**config.mk**
```make
export PLATFORM = sky130hd
export DESIGN_NAME = forward_ntt_cooley_tukey
export DESIGN_NICKNAME = d
export VERILOG_FILES = /design/src/rtl/fntt_pkg.sv /design/src/rtl/fntt_ram.sv /design/src/rtl/fntt_modred.sv /design/src/rtl/forward_ntt_cooley_tukey.sv
export SDC_FILE = /design/constraint.sdc
export NUM_CORES = 2
export LEC_CHECK = 0
export ABC_AREA = 1
export BUFFER_PORTS_ARGS = -buffer_cell sky130_fd_sc_hd__buf_2
export CORE_MARGIN = 1
export CORE_UTILIZATION = 55
export DETAILED_ROUTE_END_ITERATION = 8
export PLACE_DENSITY_LB_ADDON = 0.25
export SLEW_MARGIN = 10
export SYNTH_ARGS = -nofsm -noshare
export SYNTH_HDL_FRONTEND = slang
export SYNTH_HIERARCHICAL = 1
export SYNTH_SLANG_ARGS = --single-unit
```
**constraint.sdc**
```tcl
create_clock -name clock -period 12.2 [get_ports clock]
set_clock_uncertainty 0.15 [all_clocks]
set_input_delay 2.44 -clock clock [delete_from_list [all_inputs] [get_ports clock]]
set_output_delay 2.44 -clock clock [all_outputs]
set_load 0.05 [all_outputs]
```
**src/rtl/fntt_pkg.sv**
```systemverilog
// ----------------------------------------------------------------------------
// fntt_pkg
// Shared types and constants of the forward NTT block.
// ----------------------------------------------------------------------------
package fntt_pkg;

   // Coefficient width and the width of one modular product.
   localparam int DATA_W = 16;
   localparam int PROD_W = 2 * DATA_W;
   // Width of the step counter of the shift-subtract reducer, one dividend bit per step.
   localparam int RED_CNT_W = $clog2(PROD_W + 1);

   // Configuration register indexes.
   localparam logic CSR_MODULUS = 1'b0;
   localparam logic CSR_ROOT    = 1'b1;

   // Register reset values.
   localparam logic [DATA_W-1:0] MODULUS_RESET = 16'd11777;
   localparam logic [DATA_W-1:0] ROOT_RESET    = 16'd5558;

   // Status of the shared modular reducer.
   typedef struct packed {
      logic busy;
      logic done;
   } red_status_type;

endpackage

```
**src/rtl/fntt_ram.sv**
```systemverilog
// ----------------------------------------------------------------------------
// fntt_ram
// Generic single-write, single-read RAM with a registered read.
// ----------------------------------------------------------------------------
module fntt_ram #(
   parameter int WIDTH = 16,
   parameter int DEPTH = 32
) (
   input  logic                     clock,
   input  logic                     we,
   input  logic [$clog2(DEPTH)-1:0] waddr,
   input  logic [WIDTH-1:0]         wdata,
   input  logic [$clog2(DEPTH)-1:0] raddr,
   output logic [WIDTH-1:0]         rdata
);
   logic [WIDTH-1:0] mem_ff [DEPTH];
   logic [WIDTH-1:0] rdata_ff;

   // Write port and registered read port.
   always_ff @(posedge clock) begin
      if (we) begin
         mem_ff[waddr] <= wdata;
      end
      rdata_ff <= mem_ff[raddr];
   end

   assign rdata = rdata_ff;
endmodule

```
**src/rtl/fntt_modred.sv**
```systemverilog
// ----------------------------------------------------------------------------
// fntt_modred
// Iterative modular reducer: remainder of a 32-bit dividend by a 16-bit
// modulus, one dividend bit per cycle by restoring shift and subtract.
// ----------------------------------------------------------------------------
module fntt_modred (
   input  logic                         clock,
   input  logic                         reset,
   input  logic                         start,
   input  logic [fntt_pkg::PROD_W-1:0]  dividend,
   input  logic [fntt_pkg::DATA_W-1:0]  modulus,
   output fntt_pkg::red_status_type     status,
   output logic [fntt_pkg::DATA_W-1:0]  remainder
);
   import fntt_pkg::*;

   logic [DATA_W-1:0]    rem_ff, rem_in;
   logic [PROD_W-1:0]    quo_ff, quo_in;
   logic [RED_CNT_W-1:0] cnt_ff, cnt_in;
   logic                 busy_ff, busy_in;
   logic                 done_ff, done_in;
   logic [DATA_W:0]      trial;

   // One restoring step: shift in the next dividend bit, subtract if it fits.
   always_comb begin
      trial   = {rem_ff, quo_ff[PROD_W-1]};
      rem_in  = rem_ff;
      quo_in  = quo_ff;
      cnt_in  = cnt_ff;
      busy_in = busy_ff;
      done_in = 1'b0;
      if (start) begin
         rem_in  = '0;
         quo_in  = dividend;
         cnt_in  = RED_CNT_W'(PROD_W);
         busy_in = 1'b1;
      end else if (busy_ff) begin
         if (trial >= {1'b0, modulus}) begin
            rem_in = DATA_W'(trial - {1'b0, modulus});
         end else begin
            rem_in = trial[DATA_W-1:0];
         end
         quo_in = {quo_ff[PROD_W-2:0], 1'b0};
         cnt_in = cnt_ff - 1'b1;
         if (cnt_ff == RED_CNT_W'(1)) begin
            busy_in = 1'b0;
            done_in = 1'b1;
         end
      end
   end

   always_ff @(posedge clock) begin
      if (reset) begin
         busy_ff <= 1'b0;
         done_ff <= 1'b0;
         cnt_ff  <= '0;
      end else begin
         busy_ff <= busy_in;
         done_ff <= done_in;
         cnt_ff  <= cnt_in;
      end
      rem_ff <= rem_in;
      quo_ff <= quo_in;
   end

   assign status.busy = busy_ff;
   assign status.done = done_ff;
   assign remainder   = rem_ff;
endmodule

```
**src/rtl/forward_ntt_cooley_tukey.sv**
```systemverilog
// ----------------------------------------------------------------------------
// forward_ntt_cooley_tukey
// Radix-2 Cooley-Tukey forward number-theoretic transform over POINTS
// coefficients, built around one multiplier and one iterative reducer.
//
//   Channel | Direction | Ports                                  | Beat
//   req     | in        | req_valid req_stall req_coefficient    | one coefficient
//   rsp     | out       | rsp_valid rsp_stall rsp_value/position | one transformed value
//           |           | rsp_final_res                          |
//   csr     | in        | csr_write csr_index csr_wdata          | one register write
//
// Each coefficient beat is reduced before the next one is taken; the
// reducer works one bit per cycle over 32 steps. After the last beat of a
// frame the block builds the twiddles (POINTS reductions), normalizes the
// store (POINTS reductions) and runs POINTS/2*log2(POINTS) butterflies.
// Results then leave one beat at a time; the next beat is read only after
// the current one is taken with rsp_stall low. req_stall is low only in idle.
// Reset is synchronous: it clears control state and resets both registers.
// ----------------------------------------------------------------------------
module forward_ntt_cooley_tukey #(
   parameter int POINTS = 32
) (
   input  logic                        clock,
   input  logic                        reset,
   input  logic                        req_valid,
   output logic                        req_stall,
   input  logic [fntt_pkg::DATA_W-1:0] req_coefficient,
   output logic                        rsp_valid,
   input  logic                        rsp_stall,
   output logic [fntt_pkg::DATA_W-1:0] rsp_value,
   output logic [5:0]                  rsp_position,
   output logic                        rsp_final_res,
   input  logic                        csr_write,
   input  logic                        csr_index,
   input  logic [fntt_pkg::DATA_W-1:0] csr_wdata
);
   import fntt_pkg::*;

   localparam int PW = $clog2(POINTS);
   localparam logic [PW-1:0] LAST = PW'(POINTS - 1);

   typedef enum logic [20:0] {
      ST_IDLE   = 21'h000001,
      ST_LD_GO  = 21'h000002,
      ST_LD_WT  = 21'h000004,
      ST_RT_GO  = 21'h000008,
      ST_RT_WT  = 21'h000010,
      ST_TW_WR  = 21'h000020,
      ST_TW_MUL = 21'h000040,
      ST_TW_GO  = 21'h000080,
      ST_TW_WT  = 21'h000100,
      ST_NM_RD  = 21'h000200,
      ST_NM_GO  = 21'h000400,
      ST_NM_WT  = 21'h000800,
      ST_BF_A   = 21'h001000,
      ST_BF_B   = 21'h002000,
      ST_BF_M   = 21'h004000,
      ST_BF_GO  = 21'h008000,
      ST_BF_WT  = 21'h010000,
      ST_BF_WA  = 21'h020000,
      ST_OUT_RD = 21'h040000,
      ST_OUT_LD = 21'h080000,
      ST_OUT_WT = 21'h100000
   } state_type;

   state_type         state_ff, state_in;
   logic [DATA_W-1:0] modulus_ff, root_ff;
   logic [PW-1:0]     load_cnt_ff, load_cnt_in;
   logic [PW-1:0]     idx_ff, idx_in;
   logic [PW-1:0]     half_ff, half_in, base_ff, base_in, off_ff, off_in, k_ff, k_in;
   logic [DATA_W-1:0] coef_ff, coef_in, w_ff, w_in, acc_ff, acc_in;
   logic [DATA_W-1:0] a_ff, a_in, sum_ff, sum_in;
   logic [PROD_W-1:0] prod_ff, prod_in;
   logic              rsp_valid_ff, rsp_valid_in;
   logic [DATA_W-1:0] rsp_value_ff, rsp_value_in;
   logic [PW-1:0]     rsp_pos_ff, rsp_pos_in;
   logic              rsp_final_ff, rsp_final_in;

   logic [DATA_W-1:0] em;
   logic [PW-1:0]     j_idx, hi_idx, idx_rev;
   logic [PW:0]       base_next;
   logic [DATA_W:0]   sum_wide, diff_wide;

   // Shared reducer and the two stores.
   logic              red_start;
   logic [PROD_W-1:0] red_dividend;
   red_status_type    red_status;
   logic [DATA_W-1:0] red_rem;
   logic              c_we, t_we;
   logic [PW-1:0]     c_waddr, c_raddr;
   logic [DATA_W-1:0] c_wdata, c_rdata, t_rdata;

   fntt_modred u_modred (
      .clock     (clock),
      .reset     (reset),
      .start     (red_start),
      .dividend  (red_dividend),
      .modulus   (em),
      .status    (red_status),
      .remainder (red_rem)
   );

   fntt_ram #(.WIDTH(DATA_W), .DEPTH(POINTS)) u_coeff_ram (
      .clock (clock),
      .we    (c_we),
      .waddr (c_waddr),
      .wdata (c_wdata),
      .raddr (c_raddr),
      .rdata (c_rdata)
   );

   fntt_ram #(.WIDTH(DATA_W), .DEPTH(POINTS)) u_twiddle_ram (
      .clock (clock),
      .we    (t_we),
      .waddr (idx_rev),
      .wdata (acc_ff),
      .raddr (k_ff),
      .rdata (t_rdata)
   );

   // A zero modulus acts as one.
   assign em = (modulus_ff == '0) ? DATA_W'(1) : modulus_ff;

   // Butterfly addresses and the modular sum and difference.
   assign j_idx     = base_ff + off_ff;
   assign hi_idx    = j_idx + half_ff;
   assign base_next = {1'b0, base_ff} + {half_ff, 1'b0};
   assign sum_wide  = {1'b0, a_ff} + {1'b0, red_rem};
   assign diff_wide = {1'b0, a_ff} + {1'b0, em} - {1'b0, red_rem};

   // Bit-reversed twiddle write address.
   always_comb begin
      for (int i = 0; i < PW; i++) begin
         idx_rev[i] = idx_ff[PW-1-i];
      end
   end

   // Sequencer.
   always_comb begin
      state_in     = state_ff;
      load_cnt_in  = load_cnt_ff;
      idx_in       = idx_ff;
      half_in      = half_ff;
      base_in      = base_ff;
      off_in       = off_ff;
      k_in         = k_ff;
      coef_in      = coef_ff;
      w_in         = w_ff;
      acc_in       = acc_ff;
      a_in         = a_ff;
      sum_in       = sum_ff;
      prod_in      = prod_ff;
      rsp_valid_in = rsp_valid_ff;
      rsp_value_in = rsp_value_ff;
      rsp_pos_in   = rsp_pos_ff;
      rsp_final_in = rsp_final_ff;
      red_start    = 1'b0;
      red_dividend = prod_ff;
      c_we         = 1'b0;
      c_waddr      = idx_ff;
      c_wdata      = red_rem;
      c_raddr      = idx_ff;
      t_we         = 1'b0;
      unique case (state_ff)
         ST_IDLE: begin
            if (req_valid) begin
               coef_in  = req_coefficient;
               state_in = ST_LD_GO;
            end
         end
         // Reduce the coefficient under the modulus now in force.
         ST_LD_GO: begin
            red_start    = 1'b1;
            red_dividend = PROD_W'(coef_ff);
            state_in     = ST_LD_WT;
         end
         ST_LD_WT: begin
            c_waddr = load_cnt_ff;
            if (red_status.done) begin
               c_we        = 1'b1;
               load_cnt_in = load_cnt_ff + 1'b1;
               state_in    = (load_cnt_ff == LAST) ? ST_RT_GO : ST_IDLE;
            end
         end
         // Twiddle table: successive powers of the reduced root.
         ST_RT_GO: begin
            red_start    = 1'b1;
            red_dividend = PROD_W'(root_ff);
            state_in     = ST_RT_WT;
         end
         ST_RT_WT: begin
            if (red_status.done) begin
               w_in     = red_rem;
               acc_in   = (em == DATA_W'(1)) ? '0 : DATA_W'(1);
               idx_in   = '0;
               state_in = ST_TW_WR;
            end
         end
         ST_TW_WR: begin
            t_we = 1'b1;
            if (idx_ff == LAST) begin
               idx_in   = '0;
               state_in = ST_NM_RD;
            end else begin
               idx_in   = idx_ff + 1'b1;
               state_in = ST_TW_MUL;
            end
         end
         ST_TW_MUL: begin
            prod_in  = acc_ff * w_ff;
            state_in = ST_TW_GO;
         end
         ST_TW_GO: begin
            red_start = 1'b1;
            state_in  = ST_TW_WT;
         end
         ST_TW_WT: begin
            if (red_status.done) begin
               acc_in   = red_rem;
               state_in = ST_TW_WR;
            end
         end
         // Bring every stored coefficient below the final modulus.
         ST_NM_RD: begin
            state_in = ST_NM_GO;
         end
         ST_NM_GO: begin
            red_start    = 1'b1;
            red_dividend = PROD_W'(c_rdata);
            state_in     = ST_NM_WT;
         end
         ST_NM_WT: begin
            if (red_status.done) begin
               c_we = 1'b1;
               if (idx_ff == LAST) begin
                  half_in  = PW'(POINTS / 2);
                  base_in  = '0;
                  off_in   = '0;
                  k_in     = PW'(1);
                  state_in = ST_BF_A;
               end else begin
                  idx_in   = idx_ff + 1'b1;
                  state_in = ST_NM_RD;
               end
            end
         end
         // Butterfly: read a, read b, multiply by the twiddle, reduce, write back both.
         ST_BF_A: begin
            c_raddr  = j_idx;
            state_in = ST_BF_B;
         end
         ST_BF_B: begin
            c_raddr  = hi_idx;
            a_in     = c_rdata;
            state_in = ST_BF_M;
         end
         ST_BF_M: begin
            prod_in  = t_rdata * c_rdata;
            state_in = ST_BF_GO;
         end
         ST_BF_GO: begin
            red_start = 1'b1;
            state_in  = ST_BF_WT;
         end
         ST_BF_WT: begin
            c_waddr = hi_idx;
            c_wdata = diff_wide >= {1'b0, em} ? DATA_W'(diff_wide - {1'b0, em})
                                              : diff_wide[DATA_W-1:0];
            if (red_status.done) begin
               c_we     = 1'b1;
               sum_in   = sum_wide >= {1'b0, em} ? DATA_W'(sum_wide - {1'b0, em})
                                                 : sum_wide[DATA_W-1:0];
               state_in = ST_BF_WA;
            end
         end
         ST_BF_WA: begin
            c_we     = 1'b1;
            c_waddr  = j_idx;
            c_wdata  = sum_ff;
            state_in = ST_BF_A;
            if (off_ff + 1'b1 == half_ff) begin
               off_in = '0;
               k_in   = k_ff + 1'b1;
               if (base_next == (PW + 1)'(POINTS)) begin
                  base_in = '0;
                  if (half_ff == PW'(1)) begin
                     idx_in   = '0;
                     state_in = ST_OUT_RD;
                  end else begin
                     half_in = half_ff >> 1;
                  end
               end else begin
                  base_in = base_next[PW-1:0];
               end
            end else begin
               off_in = off_ff + 1'b1;
            end
         end
         // Stream the transformed values in index order.
         ST_OUT_RD: begin
            state_in = ST_OUT_LD;
         end
         ST_OUT_LD: begin
            rsp_valid_in = 1'b1;
            rsp_value_in = c_rdata;
            rsp_pos_in   = idx_ff;
            rsp_final_in = (idx_ff == LAST);
            state_in     = ST_OUT_WT;
         end
         ST_OUT_WT: begin
            if (!rsp_stall) begin
               rsp_valid_in = 1'b0;
               if (idx_ff == LAST) begin
                  state_in = ST_IDLE;
               end else begin
                  idx_in   = idx_ff + 1'b1;
                  state_in = ST_OUT_RD;
               end
            end
         end
         default: begin
            state_in = ST_IDLE;
         end
      endcase
   end

   // Control state, configuration registers and datapath registers.
   always_ff @(posedge clock) begin
      if (reset) begin
         state_ff     <= ST_IDLE;
         load_cnt_ff  <= '0;
         rsp_valid_ff <= 1'b0;
         modulus_ff   <= MODULUS_RESET;
         root_ff      <= ROOT_RESET;
      end else begin
         state_ff     <= state_in;
         load_cnt_ff  <= load_cnt_in;
         rsp_valid_ff <= rsp_valid_in;
         if (csr_write) begin
            unique case (csr_index)
               CSR_MODULUS: modulus_ff <= csr_wdata;
               CSR_ROOT:    root_ff    <= csr_wdata;
               default:     root_ff    <= root_ff;
            endcase
         end
      end
      idx_ff       <= idx_in;
      half_ff      <= half_in;
      base_ff      <= base_in;
      off_ff       <= off_in;
      k_ff         <= k_in;
      coef_ff      <= coef_in;
      w_ff         <= w_in;
      acc_ff       <= acc_in;
      a_ff         <= a_in;
      sum_ff       <= sum_in;
      prod_ff      <= prod_in;
      rsp_value_ff <= rsp_value_in;
      rsp_pos_ff   <= rsp_pos_in;
      rsp_final_ff <= rsp_final_in;
   end

   assign req_stall     = (state_ff != ST_IDLE);
   assign rsp_valid     = rsp_valid_ff;
   assign rsp_value     = rsp_value_ff;
   assign rsp_position  = 6'(rsp_pos_ff);
   assign rsp_final_res = rsp_final_ff;
endmodule

```
Yosys cells after proc, flatten, opt, wreduce, memory -nomap -nowiden
Memory sizes are Yosys's and may differ from the RTL's. A register that Yosys moved wholly into a read port is not among the register bits.
Index checks and enable logic that the tools add are counted.
{"block": "classes", "n_addsub": 14, "mul": 2, "div": 0, "order_cmp": 3, "eq_ne": 42, "shift": 0, "muxes": 71, "bitwise": 2, "reduce_logical": 25}
{"cell": "21-bit one-hot mux with 20 select lines", "n": 1}
{"cell": "21-bit 2-to-1 mux", "n": 6}
{"cell": "5-bit 2-to-1 mux", "n": 21}
{"cell": "16-bit 2-to-1 mux", "n": 6}
{"cell": "32-bit one-hot mux with 3 select lines", "n": 1}
{"cell": "19-bit 2-to-1 mux", "n": 4}
{"cell": "16-bit by 16-bit multiplier with 32-bit output", "n": 2}
{"cell": "32-bit 2-to-1 mux", "n": 2}
{"cell": "16-bit one-hot mux with 2 select lines", "n": 2}
{"cell": "32-bit one-hot mux with 2 select lines", "n": 1}
{"cell": "17-bit by 16-bit >= comparator with 1-bit output", "n": 3}
{"cell": "5-bit one-hot mux with 2 select lines", "n": 5}
{"cell": "16-bit subtractor", "n": 3}
{"cell": "16-bit by 16-bit adder with 17-bit output", "n": 2}
{"cell": "5-bit one-hot mux with 5 select lines", "n": 1}
{"cell": "21-bit by 1-bit equality test with 1-bit output (second input constant)", "n": 1}
{"cell": "21-bit by 10-bit equality test with 1-bit output (second input constant)", "n": 1}
{"cell": "21-bit by 11-bit equality test with 1-bit output (second input constant)", "n": 1}
{"cell": "21-bit by 12-bit equality test with 1-bit output (second input constant)", "n": 1}
{"cell": "21-bit by 13-bit equality test with 1-bit output (second input constant)", "n": 1}
{"cell": "21-bit by 14-bit equality test with 1-bit output (second input constant)", "n": 1}
{"cell": "21-bit by 15-bit equality test with 1-bit output (second input constant)", "n": 1}
{"cell": "21-bit by 16-bit equality test with 1-bit output (second input constant)", "n": 1}
{"cell": "21-bit by 17-bit equality test with 1-bit output (second input constant)", "n": 1}
{"cell": "other kinds (45)", "n": 90}
{"block": "word_totals", "regBits": 274, "latchBits": 0, "ramBits": 1024, "romBits": 0, "input_bits": 38, "output_inout_bits": 25, "word_cells": 186, "mem_count": 2}
{"name": "u_coeff_ram.mem_ff", "depth": 32, "width": 16, "read_ports": 1, "rd_clocked_by_memory_dff": 1, "write_ports": 1, "line": "fntt_ram.sv:16", "text": "logic [WIDTH-1:0] mem_ff [DEPTH];"}
{"name": "u_twiddle_ram.mem_ff", "depth": 32, "width": 16, "read_ports": 1, "rd_clocked_by_memory_dff": 1, "write_ports": 1, "line": "fntt_ram.sv:16"}

Depth between registers and ports, before layout
{"block": "logic_depth", "ltp_word": 7, "ltp_mapped": 33, "ltp_nobuf": 33}

By module
Netlist, hierarchy kept.
{"mod": "fntt_ram", "n_inst": 2, "cells_each": 1794, "area_per_inst_um2": 21301.7, "seq_area_each_um2": 15695.1}
{"mod": "forward_ntt_cooley_tukey", "n_inst": 1, "cells_each": 4117, "area_per_inst_um2": 31785.5, "seq_area_each_um2": 5955.7}
{"mod": "fntt_modred", "n_inst": 1, "cells_each": 520, "area_per_inst_um2": 3647.2, "seq_area_each_um2": 1441.4}

Worst setup path after synthesis
No wires, ideal clock.
{"block": "synth_path", "kind": "register -> register", "start": "register acc_ff[7]", "end": "register prod_ff[20] (data pin)", "setup_time_ps": 254, "arrival_time_ps": 5837, "required_time_ps": 11796, "path_slack_ps": 5959, "stages_incl_launch_ff": 24, "synth_period_minus_slack_ps": 6241, "path_cell_list": "edfxtp_1 > clkbuf_1 > clkbuf_1 > nand2_1 > fa_1 > inv_1 > fa_1 > inv_1 > fa_1 > inv_1 > fa_1 > fa_1 > inv_1 > fa_1 > inv_1 > ha_1 > a21oi_1 > o21ai_0 > o21bai_1 > a21oi_1 > o21bai_1 > or2_2 > nand3_1 > nand2_1"}
{"block": "synth_between", "elab_chain_len": 2}
{"item": "start, declared", "line": "forward_ntt_cooley_tukey.sv:71", "text": "logic [DATA_W-1:0] coef_ff, coef_in, w_ff, w_in, acc_ff, acc_in;"}
{"item": "start signal, assigned", "line": "forward_ntt_cooley_tukey.sv:354", "text": "acc_ff <= acc_in;"}
{"item": "16-bit by 16-bit multiplier with 32-bit output", "line": "forward_ntt_cooley_tukey.sv:210", "text": "prod_in = acc_ff * w_ff;"}
{"item": "32-bit one-hot mux with 2 select lines", "line": "forward_ntt_cooley_tukey.sv:164", "text": "unique case (state_ff)"}
{"item": "net prod_in[20]", "line": "forward_ntt_cooley_tukey.sv:73", "text": "logic [PROD_W-1:0] prod_ff, prod_in;"}
{"item": "end signal, assigned", "line": "forward_ntt_cooley_tukey.sv:357", "text": "prod_ff <= prod_in;"}
{"item": "end, declared", "line": "forward_ntt_cooley_tukey.sv:73"}
The timed path passes the listed nets, and every way through them passes these cells.
A chain may end at the register's enable or synchronous reset.

Worst setup path in the final report
{"block": "layout_path", "start": "register modulus_ff[14]", "end": "memory u_coeff_ram.mem_ff[30][15] (data pin)"}
{"block": "layout_between", "elab_chain_len": 7, "word_cells_on_any_way": 8, "classes_between": "add/sub (3); order compare (1); mux (3); reduce/logical (1)"}
{"item": "start, declared", "line": "forward_ntt_cooley_tukey.sv:67", "text": "logic [DATA_W-1:0] modulus_ff, root_ff;"}
{"item": "start signal, assigned", "line": "forward_ntt_cooley_tukey.sv:341", "text": "CSR_MODULUS: modulus_ff <= csr_wdata;"}
{"item": "16-bit logical NOT (*)", "line": "forward_ntt_cooley_tukey.sv:122", "text": "assign em = (modulus_ff == '0) ? DATA_W'(1) : modulus_ff;"}
{"item": "16-bit 2-to-1 mux (*)", "line": "forward_ntt_cooley_tukey.sv:122"}
{"item": "net em[0]", "line": "forward_ntt_cooley_tukey.sv:79", "text": "logic [DATA_W-1:0] em;"}
{"item": "16-bit by 16-bit adder with 17-bit output", "line": "forward_ntt_cooley_tukey.sv:129", "text": "assign diff_wide = {1'b0, a_ff} + {1'b0, em} - {1'b0, red_rem};"}
{"item": "17-bit by 16-bit subtractor with 17-bit output", "line": "forward_ntt_cooley_tukey.sv:129"}
{"item": "16-bit subtractor or 17-bit by 16-bit >= comparator with 1-bit output (tied branches)", "line": "forward_ntt_cooley_tukey.sv:267", "text": "c_wdata = diff_wide >= {1'b0, em} ? DATA_W'(diff_wide - {1'b0, em})"}
{"item": "16-bit 2-to-1 mux (*)", "line": "forward_ntt_cooley_tukey.sv:267"}
{"item": "16-bit one-hot mux with 2 select lines (*)", "line": "forward_ntt_cooley_tukey.sv:164"}
{"item": "net c_wdata[15]", "line": "forward_ntt_cooley_tukey.sv:91", "text": "logic [DATA_W-1:0] c_wdata, c_rdata, t_rdata;"}
{"item": "end, declared", "line": "fntt_ram.sv:16"}
The timed path passes the listed nets; every way through them passes the cells marked *.

==> flow_metrics.tcl <==
set metrics [dict create \
    clk_pin_slew_ns 0.06 \
    cts_tree "done" \
    clockRootBuffer "clkbuf_16" \
    die_w_um 379 \
    p_total_mw 12.7 \
    place_ws_ns 5.49 \
    antenna_found_initial 17 \
    crit_arrival_ns 7.09 \
    drc 0 \
    grt_remaining_overflow 0 \
    cpLargestDelayFamily "simple AND/OR/NAND/NOR gates" \
    routedWlPerCell_um 21.5 \
    syn-cell-area_sq_mm 0.0780 \
    place.port_buffers 61 \
    hold_buffers 0 \
    vias 57300 \
    worstMarginPinSlew_ns 1.20 \
    grt_max_degree 189 \
    cts_buffers 143 \
    core_sq_mm 0.140 \
    hpwl_um 145000 \
    max_freq_ghz 0.147 \
    start_util_pct 55.7 \
    holdCritPathClass "reg -> reg" \
    max_cap_viol_count 0 \
    critPathBufInv 4 \
    drive_gt1_share_pct 5.99 \
    h-tree-depth 4 \
    slew_viol_final 0 \
    start_kind "flop" \
    critPathRequiredTime_ns 12.48 \
    synth_nets 8996 \
    cp-end-kind "flop" \
    synth_cells 8224 \
    nets 8932 \
    critical_path_peak_fanout 32 \
    ant_nets 0 \
    slew_headroom_pct 20.0 \
    gp_congestion 0.987 \
    rows 137 \
    num_io_pins 63 \
    drt_iter0_markers 6389 \
    finalHoldViolations 0 \
    grt_pass1_vias 55500 \
    crit_type "reg -> reg" \
    dieHeight_um 379 \
    fin_ws_ns 5.39 \
    ys_warn_count 6 \
    whs_ns 0.304 \
    power_density_mw_per_mm2 151 \
    fin_setup_tns_ns 0 \
    post-route-util_pct 60.3 \
    die_area_sq_mm 0.143 \
    p_leak_nw 36.2 \
    areaGrowthSynthToFinish_pct 8.17 \
    clockBufferDepth 3 \
    cts.sinks 1330 \
    max-vdd-ir-drop_mv 0.253 \
    cpPeakStageDelay_ns 0.83 \
    grt_setup_unrepaired "no" \
    vias_per_cell 5.64 \
    cp_slowest_cell "nand2_1" \
    routed_wl_um 218000 \
    setup_violations 0 \
    status "finished, final reports clean" \
    fin_crit_sh_pct 55.8 \
    fin_crit_ns 6.81 \
    grt_usage_pct 30.7 \
    avgSynthCellArea_sq_um 9.49 \
    cpMostUsedCell "nand2_1" \
    grt_pass1_wl_um 331000 \
    postCtsSetupRepairBufs 0 \
    clk_latency_ns 0.81 \
    dr.pass1.iters 6 \
    cts_repair_resize_count 0 \
]
## layer usage
layer	wire length, um	share of wire (%)	vias to the layer above	track usage (%)
met1	90300	41	27800	42.5
met3	20700	9.5	440	6.34
met2	99100	45	2552	47.6
li1	-	-	26500	-
met5	98	0.045	-	0
met4	7830	3.6	14	11.6
## metrics by stage
step                      std cells  instance area, sq um
after global routing          10200                 84400
final                         10200                 84400
after global placement         9891                 79500
after floorplan                8224                 78000
after CTS                     10200                 84400
after detailed placement       9891                 79500
## flip-flops by register name, summed over array words and instances, names as in the netlist, 21 cells and up
signal and cells:
u_twiddle_ram/mem_ff 512, u_modred/quo_ff 32, u_coeff_ram/mem_ff 512, state_ff 21, prod_ff 32
## layout make-up
| class | count | area [sq um] |
|---|---|---|
| Antenna cell | 4 | 10.0 |
| Clock buffer | 185 | 3890 |
| Clock inverter | 78 | 990 |
| Fill cell | 11700 | 55600 |
| Inverter | 1073 | 4050 |
| Multi-Input combinational cell | 5409 | 32900 |
| Sequential cell | 1330 | 38800 |
| Tap cell | 1876 | 2350 |
| Timing Repair Buffer | 203 | 1380 |
## cells in the final DEF, fill, tap and decap left out, types with 15 or more instances in the layout
| cell type | instances |
|---|---|
| a211oi_1 | 19 |
| buf_4 | 141 |
| clkbuf_1 | 30 |
| nor2_1 | 339 |
| o211ai_1 | 20 |
| o21bai_1 | 17 |
| edfxtp_1 | 1215 |
| fa_1 | 411 |
| nand2_1 | 2620 |
| clkbuf_16 | 146 |
| a21o_1 | 17 |
| nand2_2 | 15 |
| buf_2 | 61 |
| ha_1 | 323 |
| inv_1 | 1056 |
| dfxtp_1 | 115 |
| o21ai_0 | 158 |
| xor2_1 | 53 |
| clkinv_2 | 18 |
| a21oi_1 | 201 |
| nand4_1 | 28 |
| nand3_1 | 982 |
| xnor2_1 | 43 |
| nand3b_1 | 15 |
| nor3_1 | 43 |
| clkinv_1 | 24 |
## worst reg2reg max path, delay by kind of cell (launching register included)
family	cells	cell delay [ns]
and+or+nand+nor	18	3.93
adders and majority gates	4	1.23
AOI/OAI and AO/OA	2	0.39
DFF	1	0.32
buffers and inverters	4	0.25
xor gates and xnor gates	1	0.19
## report_power, final
| group | internal [mW] | leakage (nW) | switching [mW] |
|---|---|---|---|
| logic | 0.932 | 23.6 | 2.02 |
| registers | 5.26 | 10.4 | 0.0523 |
| clock network | 2.55 | 2.34 | 1.89 |
| total | 8.74 | 36.2 | 3.97 |
## worst paths after layout
kind | start | end | slack [ns] | cells after the start
worst max-delay path | modulus_ff[14]$_SDFFE_PP0P_ | u_coeff_ram/mem_ff[30][15]$_DFFE_PP_ | 5.39 | 29
worst min-delay path | root_ff[15]$_SDFFE_PP0P_ | root_ff[15]$_SDFFE_PP0P_ | 0.30 | 2
worst min register to register | root_ff[15]$_SDFFE_PP0P_ | root_ff[15]$_SDFFE_PP0P_ | 0.30 | 2
worst max register to register | modulus_ff[14]$_SDFFE_PP0P_ | u_coeff_ram/mem_ff[30][15]$_DFFE_PP_ | 5.39 | 29
Note: power is estimated with default switching activity, not from simulation.
